==> src/rtl/core/bmf_fifo.sv <==
// ----------------------------------------------------------------------------
// bmf_fifo: small first-in first-out queue
// Register-based queue with a fill count; the head entry is always visible.
// ----------------------------------------------------------------------------
module bmf_fifo #(
  parameter int WIDTH = 8,
  parameter int DEPTH = 4
) (
  input  logic                       clk,
  input  logic                       rst_n,
  input  logic                       push,
  input  logic [WIDTH-1:0]           din,
  input  logic                       pop,
  output logic [WIDTH-1:0]           dout,
  output logic                       empty,
  output logic [$clog2(DEPTH+1)-1:0] count
);
  localparam int PTR_W = (DEPTH > 1) ? $clog2(DEPTH) : 1;
  localparam int CNT_W = $clog2(DEPTH + 1);
  localparam logic [PTR_W-1:0] PTR_LAST = PTR_W'(DEPTH - 1);

  logic [WIDTH-1:0] store_r [DEPTH];
  logic [PTR_W-1:0] wr_ptr_r, wr_ptr_nxt;
  logic [PTR_W-1:0] rd_ptr_r, rd_ptr_nxt;
  logic [CNT_W-1:0] count_r, count_nxt;

  // Pointer and count update.
  always_comb begin
    wr_ptr_nxt = wr_ptr_r;
    rd_ptr_nxt = rd_ptr_r;
    count_nxt  = count_r;
    if (push) begin
      wr_ptr_nxt = (wr_ptr_r == PTR_LAST) ? '0 : wr_ptr_r + 1'b1;
    end
    if (pop) begin
      rd_ptr_nxt = (rd_ptr_r == PTR_LAST) ? '0 : rd_ptr_r + 1'b1;
    end
    if (push && !pop) begin
      count_nxt = count_r + 1'b1;
    end else if (pop && !push) begin
      count_nxt = count_r - 1'b1;
    end
  end

  always_ff @(posedge clk) begin
    if (!rst_n) begin
      wr_ptr_r <= '0;
      rd_ptr_r <= '0;
      count_r  <= '0;
    end else begin
      wr_ptr_r <= wr_ptr_nxt;
      rd_ptr_r <= rd_ptr_nxt;
      count_r  <= count_nxt;
    end
  end

  // Entry storage.
  always_ff @(posedge clk) begin
    if (push) begin
      store_r[wr_ptr_r] <= din;
    end
  end

  assign dout  = store_r[rd_ptr_r];
  assign empty = (count_r == '0);
  assign count = count_r;

endmodule

==> config.mk <==
export PLATFORM = sky130hd
export DESIGN_NAME = bmf_fifo
export DESIGN_NICKNAME = d
export VERILOG_FILES = /design/src/rtl/core/bmf_fifo.sv
export SDC_FILE = /design/constraint.sdc
export NUM_CORES = 1
export LEC_CHECK = 0
export BUFFER_PORTS_ARGS = -buffer_cell sky130_fd_sc_hd__buf_2
export CORE_ASPECT_RATIO = 0.8
export CORE_MARGIN = 1
export CORE_UTILIZATION = 55
export CTS_BUF_LIST = sky130_fd_sc_hd__clkbuf_16
export DETAILED_ROUTE_END_ITERATION = 10
export PLACE_DENSITY = 0.83
export SLEW_MARGIN = 20
export SYNTH_ARGS = -nofsm -noshare
export SYNTH_HDL_FRONTEND = slang
export SYNTH_SLANG_ARGS = --single-unit
export TNS_END_PERCENT = 20
==> constraint.sdc <==
create_clock -name clk -period 1.75 [get_ports clk]
set_input_delay 0.2625 -clock clk [delete_from_list [all_inputs] [get_ports clk]]
set_output_delay 0.2625 -clock clk [all_outputs]
set_load 0.02 [all_outputs]
# Word-level counts from Yosys, hierarchy flattened
# Memories as Yosys holds them, arrays and structs flattened. A register that Yosys moved wholly into a read port is not among the register bits.
# Cells that the tools add are included.
dict set report totals {
  regBits 7
  n_memories 1
  ram_bits 32
}
dict set report op_classes {
  mux 8
  addsub 4
  n_eq_ne 2
  reduce_logical 6
}
# memory words width read_ports rd_clocked_by_memory_dff write_ports line
set mem_list {}
lappend mem_list {store_r 4 8 1 1 1 22} ;# logic [WIDTH-1:0] store_r [DEPTH];
# op n
set ops {}
lappend ops {{two-way mux 2 bit} 4}
lappend ops {{two-way mux 3 bit} 2}
lappend ops {{adder 2 x 1 -> 2 bit, second input constant} 2}
lappend ops {{== test 2 bit, second input constant} 2}
lappend ops {{adder 3 x 1 -> 3 bit, second input constant} 1}
lappend ops {{zero test 3 bit} 1}
lappend ops {{subtractor 3 x 1 -> 3 bit, second input constant} 1}
lappend ops {{logical AND 1 bit} 2}
lappend ops {{zero test 1 bit} 2}
lappend ops {{two-way mux 1 bit} 2}
lappend ops {{nonzero test 2 bit} 1}

# Longest topological paths before layout
# Gate-level depths: netlist (run 1).
dict set report logic_depth {
  ltp_word 4
  ltp_mapped 7
  mapped_depth_nobuf 7
}

# Least setup slack after synthesis (run 1)
# Ideal clock, no wire load.
dict set report synth_timing {
  path_type {input port to flip-flop}
  startpoint {input pop}
  endpoint {register count_r[2], in the netlist count[2]}
  setup_ps 70
  arrival_ps 1455
  t_required_ps 1680
  path_slack_ps 225
  n_path_buf 0
  path_stages 7
  path_cell_list {inv_1 -> ha_1 -> inv_1 -> fa_1 -> xor2_1 -> or3_1 -> a21boi_1}
}
dict set report synth_between {
  elab_chain_len 3
  elab_cells_between_ends 5
  classes_between {mux (1); reduce/logical (4)}
}
# item line
set synth_rtl {}
lappend synth_rtl {{start: declaration} 13} ;# input logic pop,
lappend synth_rtl {{zero test 1 bit} 38} ;# if (push && !pop) begin
lappend synth_rtl {{logical AND 1 bit} 38}
lappend synth_rtl {{two-way mux 3 bit or nonzero test 2 bit (tied branches)} -}
lappend synth_rtl {{end signal: assignment} 53} ;# count_r <= count_nxt;
lappend synth_rtl {{end: declaration} 25} ;# logic [CNT_W-1:0] count_r, count_nxt;
# Several ways; a longest one is shown, not always the timed one.
# A chain may end at the register's enable or synchronous reset.

==> results of run 1 <==
## worst reg2reg max path, stage by stage, from the launching register on
cell	delay [ns]
dfxtp_1	0.36
fa_1	0.45
xor2_1	0.17
or3_1	0.31
a21boi_1	0.15
## power by group
group	switching [W]	total, W	internal [W]
logic	0.000162	0.000302	0.000140
registers	0.0000372	0.00115	0.00111
clock network	0.000330	0.000994	0.000663
## Yosys cell counts
| library cell | number |
|---|---|
| buf_6 | 1 |
| nor3_1 | 2 |
| mux4_2 | 8 |
| o21ai_0 | 1 |
| clkbuf_2 | 1 |
| dfxtp_1 | 9 |
| fa_1 | 1 |
| ha_1 | 6 |
| xor2_1 | 1 |
| or3_1 | 1 |
| a21boi_1 | 1 |
| nor2_1 | 1 |
| edfxtp_1 | 32 |
| xnor2_1 | 1 |
| mux2i_1 | 4 |
| and2_1 | 5 |
| o21a_1 | 1 |
| inv_1 | 4 |
| nor2b_1 | 5 |
## per-layer routing
layer,wire length [um],vias up
met5,0,-
met4,47,0
met3,107,6
met2,1450,18
met1,1010,403
li1,-,382
## worst max path at each step
stage | end | cells past startpoint | slack, ns
final | dout[5] | 3 | 0.06
after global routing | dout[0] | 3 | -0.0004
after CTS | dout[0] | 3 | 0.02
after detailed placement | count[2]$_SDFFE_PN0P_ | 8 | 0.01
after global placement | count[2]$_SDFFE_PN0P_ | 8 | 0.05
after floorplan | count[2]$_SDFFE_PN0P_ | 7 | 0.22
## what timing repair did
| item | CTS | global route |
|---|---|---|
| endpoints found under the setup margin | 3 | 8 |
| hold buffers | 0 | 0 |
| gates resized for setup | 1 | 10 |
## cell type report
type | instances | area [um^2] | share of cell area, %
Inverter | 4 | 15.0 | 0.763
Tap cell | 38 | 47.5 | 2.42
Timing Repair Buffer | 25 | 163 | 8.27
Clock buffer | 5 | 125 | 6.36
Clock inverter | 3 | 38.8 | 1.97
Sequential cell | 41 | 1140 | 58.1
Multi-Input combinational cell | 38 | 435 | 22.1
## kinds of logic after synthesis
| kind of cell | count (synthesis) | share of synthesized area, % |
|---|---|---|
| buffers and inverters | 6 | 1.94 |
| DFF | 41 | 71.0 |
| AOI/OAI and AO/OA | 3 | 1.25 |
| muxes | 12 | 13.7 |
| adders and majority gates | 7 | 5.91 |
| and+or+nand+nor | 14 | 5.14 |
| xor gates and xnor gates | 2 | 1.09 |
## registers in the layout, summed over array words and instances (netlist names), named ones only
name      count
store_r      32
count         3
rd_ptr_r      2
wr_ptr_r      2
## layout by cell type (no fill, tap or decap), types with 4 or more instances in the layout
master | synthesis | layout
buf_2 | 0 | 19
mux2i_1 | 4 | 4
buf_6 | 1 | 4
mux4_2 | 8 | 8
inv_1 | 4 | 5
ha_1 | 6 | 6
nor2b_1 | 5 | 5
dfxtp_1 | 9 | 8
clkbuf_16 | 0 | 5
and2_1 | 5 | 5
edfxtp_1 | 32 | 32
## metrics by stage
step                hold slack (ns)  util (%)
floorplan                     0.361         -
global placement              0.473      64.0
detailed placement            0.483      64.0
CTS                           0.193      70.0
global route                  0.191      71.1
finish                        0.199      71.1
==> impl_metrics.toml, run 1 <==
[status]
status = "finished, final reports clean"

[worst_setup_path]
critPathBufInv = 2
timing.rr.start = "count[0]$_SDFFE_PN0P_"
crit_path_max_incr_delay_ns = 0.50
crit_chain = "buf_8 -> mux4_2 -> buf_2"
crit_path_end_kind = "primary output"
arrival_ns = 1.42
crit_slowest_cell = "mux4_2"
r2r_end = "count[2]$_SDFFE_PN0P_"
required_ns = 1.49
ff2ff_path_depth = 4
cp_top_family = "multiplexers"
worstSetupPathType = "flop to primary output"
path_max_fanout = 8
rrSetupSlack_ns = 0.24
crit_path_start_kind = "flop"

[min_path]
min_path_cells = 1
hp-start = "din[3]"
min_to = "store_r[1][3]$_DFFE_PP_"
hold_path_class = "primary input to flop"

[place]
placed_area_mm2 = 0.00177
place_hpwl_um = 1810
dp.cells = 146
pre_cts_slack_ns = 0.0100
port_buffers = 23
globalplace.congestion = 0.709

[timing]
fin_crit_ns = 1.69
final.setup.tns_ns = 0
hold_viol_final = 0
slew_violations = 0
fin_worst_skew_ns = 0.00204
setup_viol = 0
fmax_mhz = 593
worst_slack_ns = 0.0647
slew_headroom_pct = 71.1
tightest_slew_ns = 0.434
fin_crit_sh_pct = 96.3

[global_routing]
grt_antenna_before_repair = 0
grt_pass1_wl_um = 4160
grt_pass1_vias = 866
met3_usage_pct = 8.18
grt_max_degree = 14
grt.busiest_layer = "met2"
met1_usage_pct = 20.0
grt_use_met2_pct = 36.2
grtUsageTotal_pct = 19.9
grt-ovfl-total = 0

[power_and_ir_drop]
total_power_w = 0.00244
p_leak_nw = 0.746
powerDensity_mw_per_mm2 = 1240
irDropWorstVdd_mv = 1.01

[synthesis]
yosys_warnings = 0
seq_area_frac_synth_pct = 71.0
syn_avg_cell_area_um2 = 18.9
syn_nets = 104
netlist_instances = 85
ys_seq_elements = 41
syn_area_mm2 = 0.00161
synth_cell_types = 19
yosysTopAreaCell = "edfxtp_1"
synth.top_cell.area_share_pct = 59.8
yosys-top-cells-area = "edfxtp_1 (60%), dfxtp_1 (11%), mux4_2 (11%)"

[die]
dieArea_mm2 = 0.00314
ioPinCount = 24
start_util_pct = 58.1
num_rows = 17
core_mm2 = 0.00277
die_h_um = 50.4
fp.dieW_um = 62.5

[drt]
viasPerCell = 5.25
ant_nets = 0
first_pass_iters = 4
drt_iter0_markers = 21
dr_total_vias = 809
avgRoutedWirePerCell_um = 16.9
drcViolationCount = 0
wirelength_um = 2610

[clocking]
clk_pin_slew_ns = 0.05
cts_buffers = 5
htreeDepth = 2
clk_latency_ns = 0.28
cts_setup_buffers = 0
root_buffer = "clkbuf_16"
cts_sinks = 41
cts_buffer_depth = 2
tritoncts = "built"

[flow_run]
maxCapViolations = 0

[layout]
area_delta_synth_final_pct = 22.3
layout.nets = 134
antennaDiodeCount = 0
drive_above_1_share_pct = 35.3
fill_cells = 192
fin_cells = 154
design_area_mm2 = 0.00197
(Power assumes the default switching activity.)
==> run 2: changes to the inputs <==
--- a/config.mk
+++ b/config.mk
@@ -6,7 +6,7 @@
 export NUM_CORES = 1
 export LEC_CHECK = 0
 export BUFFER_PORTS_ARGS = -buffer_cell sky130_fd_sc_hd__buf_2
-export CORE_ASPECT_RATIO = 0.8
+export CORE_ASPECT_RATIO = 0.6
 export CORE_MARGIN = 1
 export CORE_UTILIZATION = 55
 export CTS_BUF_LIST = sky130_fd_sc_hd__clkbuf_16
==> run 2 against run 1 <==
  * Critical path depth is the same
  * Global-route usage shrank 0.64 points
  * Routed wire length grew 1.9%
  * Sequential power is essentially flat
  * Critical endpoint is now dout[6]
  * Critical path type unchanged
  * Sequential cell count is the same
==> impl_metrics.toml, run 2 (synthesis results as in run 1) <==
[timing]
holdWs_ns = 0.199
setup_viol = 0
worst_slack_ns = 0.0467
fmax_mhz = 587
fin_crit_sh_pct = 97.3
hold_viol_final = 0
tightest_slew_ns = 0.446
final.setup.tns_ns = 0
fin_crit_ns = 1.70
slew_headroom_pct = 70.3
rsz0062_at_grt = "yes"
fin_worst_skew_ns = 0.00383
slew_violations = 0

[die]
start_util_pct = 61.2
die_h_um = 43.9
dieArea_mm2 = 0.00315
ioPinCount = 24
fp.dieW_um = 71.8
core_mm2 = 0.00263
num_rows = 14

[power_and_ir_drop]
p_leak_nw = 0.730
irDropWorstVdd_mv = 0.738
pwr-share-seq_pct = 50.3
p_int_w = 0.00175
p_sw_w = 0.000522
switching_share_pct = 23.0
clockPowerShare_pct = 36.9
powerDensity_mw_per_mm2 = 1190
pwr-share-comb_pct = 12.7

[place]
placed_area_mm2 = 0.00176
globalplace.congestion = 0.682
place_hpwl_um = 1760
port_buffers = 23
pre_cts_slack_ns = -0.0318

[drt]
ant_nets = 0
dr_total_vias = 807
drt_iter0_markers = 60
viasPerCell = 5.45
drcViolationCount = 0
avgRoutedWirePerCell_um = 18.0
wirelength_um = 2660
first_pass_iters = 4

[worst_setup_path]
crit_path_start_kind = "flop"
required_ns = 1.49
crit_path_max_incr_delay_ns = 0.51
arrival_ns = 1.44
path_max_fanout = 8
worstSetupPathType = "flop to primary output"
crit_path_end_kind = "primary output"
crit_slowest_cell = "mux4_2"
crit_chain = "buf_6 -> mux4_2 -> buf_2"

[clocking]
cts_setup_buffers = 0
clk_pin_slew_ns = 0.06
tritoncts = "built"
cts_buffer_depth = 2
htreeDepth = 2
root_buffer = "clkbuf_16"
clk_latency_ns = 0.28
cts_buffers = 5
cts_sinks = 41

[global_routing]
grt_max_degree = 12
grt_pass1_vias = 816
grtUsageTotal_pct = 19.3
grt-ovfl-total = 0
grt_antenna_before_repair = 0
grt_pass1_wl_um = 4080

[min_path]
hold_path_class = "primary input to flop"

[layout]
final_cell_mix = "edfxtp_1 (32), buf_2 (22), dfxtp_1 (9)"
drive_above_1_share_pct = 32.8
layout.nets = 134
design_area_mm2 = 0.00191
antennaDiodeCount = 0
final_common_cell = "edfxtp_1"
area_delta_synth_final_pct = 18.7
max_flop_register = "store_r"
largest_reg_flops = 32

[status]
status = "finished, final reports clean"

[flow_run]
maxCapViolations = 0
[run 2: cell count changes in the layout (fill, tap and decap cells not counted), sizes merged]
cell	change
bufinv	-1
clkinv	-1
inv	+2
[run 2: final cells by class]
class,instances,area (um^2)
fill,157,719
sequential,41,1140
clock buffer,5,125
multi-input combinational,38,435
tap,32,40.0
timing repair buffer,25,140
clock inverter,3,11.3
inverter,4,15.0
[run 2: worst paths after layout]
kind / start / cells after the start / slack (ns) / to
setup / recovery: flop / 3 / 0.05 / dout[6]
hold / removal: din[1] / 1 / 0.20 / store_r[1][1]$_DFFE_PP_
setup reg to reg: count[0]$_SDFFE_PN0P_ / 4 / 0.25 / count[2]$_SDFFE_PN0P_
hold reg to reg: count[2]$_SDFFE_PN0P_ / 2 / 0.55 / count[2]$_SDFFE_PN0P_
[run 2: per-stage QoR]
step | utilization, % | instances | total power, W
6_report | 72.6 | 148 | 0.00227
5_1_grt | 72.6 | 148 | 0.00234
4_1_cts | 72.4 | 148 | 0.00227
3_5_place_dp | 67.0 | 140 | 0.00144
3_3_place_gp | 67.0 | 140 | 0.00143
2_1_floorplan | - | 85 | 0.00134
[run 2: what timing repair did]
| action | CTS | global route |
|---|---|---|
| hold buffers | 0 | 0 |
| endpoints found under the setup margin | 2 | 3 |
| endpoints found under the hold margin | 0 | 0 |
| resized for setup | 1 | 2 |
[run 2: worst max-delay path, delay by kind of cell (launching register included)]
family,cells,cell delay [ns]
muxes,1,0.51
DFF,1,0.32
buffers and inverters,2,0.33
[run 2: power groups by stage]
stage          Combinational, W  Clock [W]  Sequential (W)
3_5_place_dp           0.000279          0         0.00116
2_1_floorplan          0.000177          0         0.00117
3_3_place_gp           0.000266          0         0.00116
6_report               0.000289   0.000838         0.00114
4_1_cts                0.000287   0.000844         0.00114
5_1_grt                0.000311   0.000883         0.00115
[run 2: per-layer routing]
layer	global-route usage, %	vias up	wire [um]
met5	0	-	0
met4	7.06	0	34
met3	5.58	6	75
met2	33.8	15	1330
met1	23.4	403	1220
li1	-	383	-
==> run 3: changes to the inputs <==
--- a/config.mk
+++ b/config.mk
@@ -5,6 +5,7 @@
 export SDC_FILE = /design/constraint.sdc
 export NUM_CORES = 1
 export LEC_CHECK = 0
+export ABC_AREA = 1
 export BUFFER_PORTS_ARGS = -buffer_cell sky130_fd_sc_hd__buf_2
 export CORE_ASPECT_RATIO = 0.6
 export CORE_MARGIN = 1
==> run 3 against run 2 <==
  * Combinational power grew 4%
  * Final area is 1.8% higher
  * Clock power up 2%
  * Global-route usage is 3.8 points higher
  * Sequential cell count unchanged
  * Clock skew is 0.0012 ns lower
  * Clock-buffer cell count unchanged
  * First-iteration DRC count rose by 88%
  * Hold slack better by 0.0049 ns
==> impl_metrics.toml, run 3 <==
[place]
dp.cells = 197
place_hpwl_um = 2200
globalplace.congestion = 0.760
port_buffers = 23

[drt]
ant_nets = 0
viasPerCell = 5.40
drcViolationCount = 0
avgRoutedWirePerCell_um = 15.8
wirelength_um = 3250
drt_iter0_markers = 113
dr_total_vias = 1108
first_pass_iters = 4

[synthesis]
synth_ff_type = "edfxtp_1"
synth_common_cells = "edfxtp_1 (32), nor2_1 (22), inv_1 (15), o21ai_0 (15), dfxtp_1 (9)"
async_flop_share_pct = 0
syn_nets = 153
synth-edff-count = 32
yosys_warnings = 0
yosys-top-cells-area = "edfxtp_1 (58%), dfxtp_1 (11%), nor2_1 (5.0%)"
yosysTopAreaCell = "edfxtp_1"
synth.top_cell.area_share_pct = 58.4
ys_seq_elements = 41
netlist_instances = 134
yosysMostFrequentCell = "edfxtp_1"
syn_avg_cell_area_um2 = 12.3
syn_area_mm2 = 0.00165
synth_cell_types = 19
seq_area_frac_synth_pct = 69.3

[flow_run]
maxCapViolations = 0

[worst_setup_path]
path_max_fanout = 8
crit_chain = "buf_4 -> o21ai_0 -> o22ai_1 -> buf_2"
arrival_ns = 1.43
worstSetupPathType = "flop to primary output"
crit_path_max_incr_delay_ns = 0.41
crit_path_start_kind = "flop"
crit_path_end_kind = "primary output"
cp_top_family = "flip-flops"
critPathBufInv = 2
required_ns = 1.49
crit_slowest_cell = "dfxtp_1"

[global_routing]
grt.busiest_layer = "met2"
grt_max_degree = 17
met1_usage_pct = 28.4
grtUsageTotal_pct = 23.1
grt_use_met2_pct = 39.4
met3_usage_pct = 5.47
grt_pass1_vias = 1121
grt_pass1_wl_um = 5110
grt-ovfl-total = 0
grt_antenna_before_repair = 0

[timing]
hold_viol_final = 0
final.setup.tns_ns = 0
fin_worst_skew_ns = 0.00260
slew_violations = 0
tightest_slew_ns = 0.370
fmax_mhz = 593
holdWs_ns = 0.204
slew_headroom_pct = 75.3
rsz0062_at_grt = "no"
fin_crit_ns = 1.69
fin_crit_sh_pct = 96.4
setup_viol = 0

[die]
fp.dieW_um = 72.6
dieArea_mm2 = 0.00322
die_h_um = 44.4
start_util_pct = 61.8
num_rows = 14
core_mm2 = 0.00266
ioPinCount = 24

[clocking]
root_buffer = "clkbuf_16"
hold_buffers = 0
clk_latency_ns = 0.28
cts_setup_buffers = 0
cts_sinks = 41
tritoncts = "built"
clk_pin_slew_ns = 0.05
cts_buffer_depth = 2
cts_buffers = 5
htreeDepth = 2
postCtsResizedCells = 0

[status]
status = "finished, final reports clean"

[layout]
largest_reg_flops = 32
layout.nets = 183
final_common_cell = "edfxtp_1"
fill_cells = 181
max_flop_register = "store_r"
antennaDiodeCount = 0
fin_cells = 205
drive_above_1_share_pct = 23.0
final_cell_mix = "edfxtp_1 (32), buf_2 (23), nor2_1 (22)"
area_delta_synth_final_pct = 18.0

[power_and_ir_drop]
powerDensity_mw_per_mm2 = 1180
p_leak_nw = 0.803
irDropWorstVdd_mv = 0.757

[min_path]
hold_path_class = "primary input to flop"
## run 3: cell count changes after synthesis, sizes merged, moves of 3 or more
cell   change
inv       +12
mux4       -8
nor2b      -5
a21oi      +3
and2       -5
nand2      +8
o22ai      +8
o21ai     +18
mux2i      -4
nor2      +23
## run 3: cells by family after synthesis
family	after synthesis	share of synthesized area, %
xor+xnor	1	0.532
compound gates	30	10.2
flops	41	69.3
fa+ha+maj	7	5.78
simple gates	37	9.19
buf+inv	18	5.01
## run 3: worst paths after layout
check | cells after the start | startpoint | slack [ns] | endpoint
max reg2reg | 3 | wr_ptr_r[0]$_SDFFE_PN0P_ | 0.47 | store_r[3][7]$_DFFE_PP_
min reg2reg | 2 | wr_ptr_r[1]$_SDFFE_PN0P_ | 0.53 | wr_ptr_r[1]$_SDFFE_PN0P_
max | 4 | flop | 0.06 | dout[1]
min | 1 | din[0] | 0.20 | store_r[0][0]$_DFFE_PP_
## run 3: layer usage
layer / vias to the layer above / routed length, um
met5: - / 0
met4: 0 / 56
met3: 7 / 251
met2: 46 / 1600
met1: 522 / 1340
li1: 533 / -
## run 3: area by class of cell
class	count	area, um^2	area share, %
Tap cell	40	50.0	2.58
Clock inverter	3	13.8	0.708
Clock buffer	5	125	6.44
Multi-Input combinational cell	75	423	21.8
Inverter	16	60.1	3.09
Sequential cell	41	1140	58.7
Timing Repair Buffer	25	130	6.70
## run 3: per-stage QoR
| step | power [W] | area, um^2 | util [%] | setup WS, ns |
|---|---|---|---|---|
| floorplan | 0.00135 | 1650 | - | 0.437 |
| global placement | 0.00143 | 1800 | 67.8 | 0.276 |
| detailed placement | 0.00145 | 1800 | 67.8 | 0.160 |
| CTS | 0.00229 | 1940 | 73.0 | 0.0311 |
| global route | 0.00237 | 1940 | 73.0 | 0.000843 |
| finish | 0.00229 | 1940 | 73.0 | 0.0623 |
## run 3: report_power, final
| group | leakage (nW) | switching [W] | internal (W) | total, W |
|---|---|---|---|---|
| logic | 0.360 | 0.000198 | 0.000102 | 0.000300 |
| clock network | 0.0748 | 0.000334 | 0.000517 | 0.000851 |
| registers | 0.369 | 0.0000353 | 0.00111 | 0.00114 |
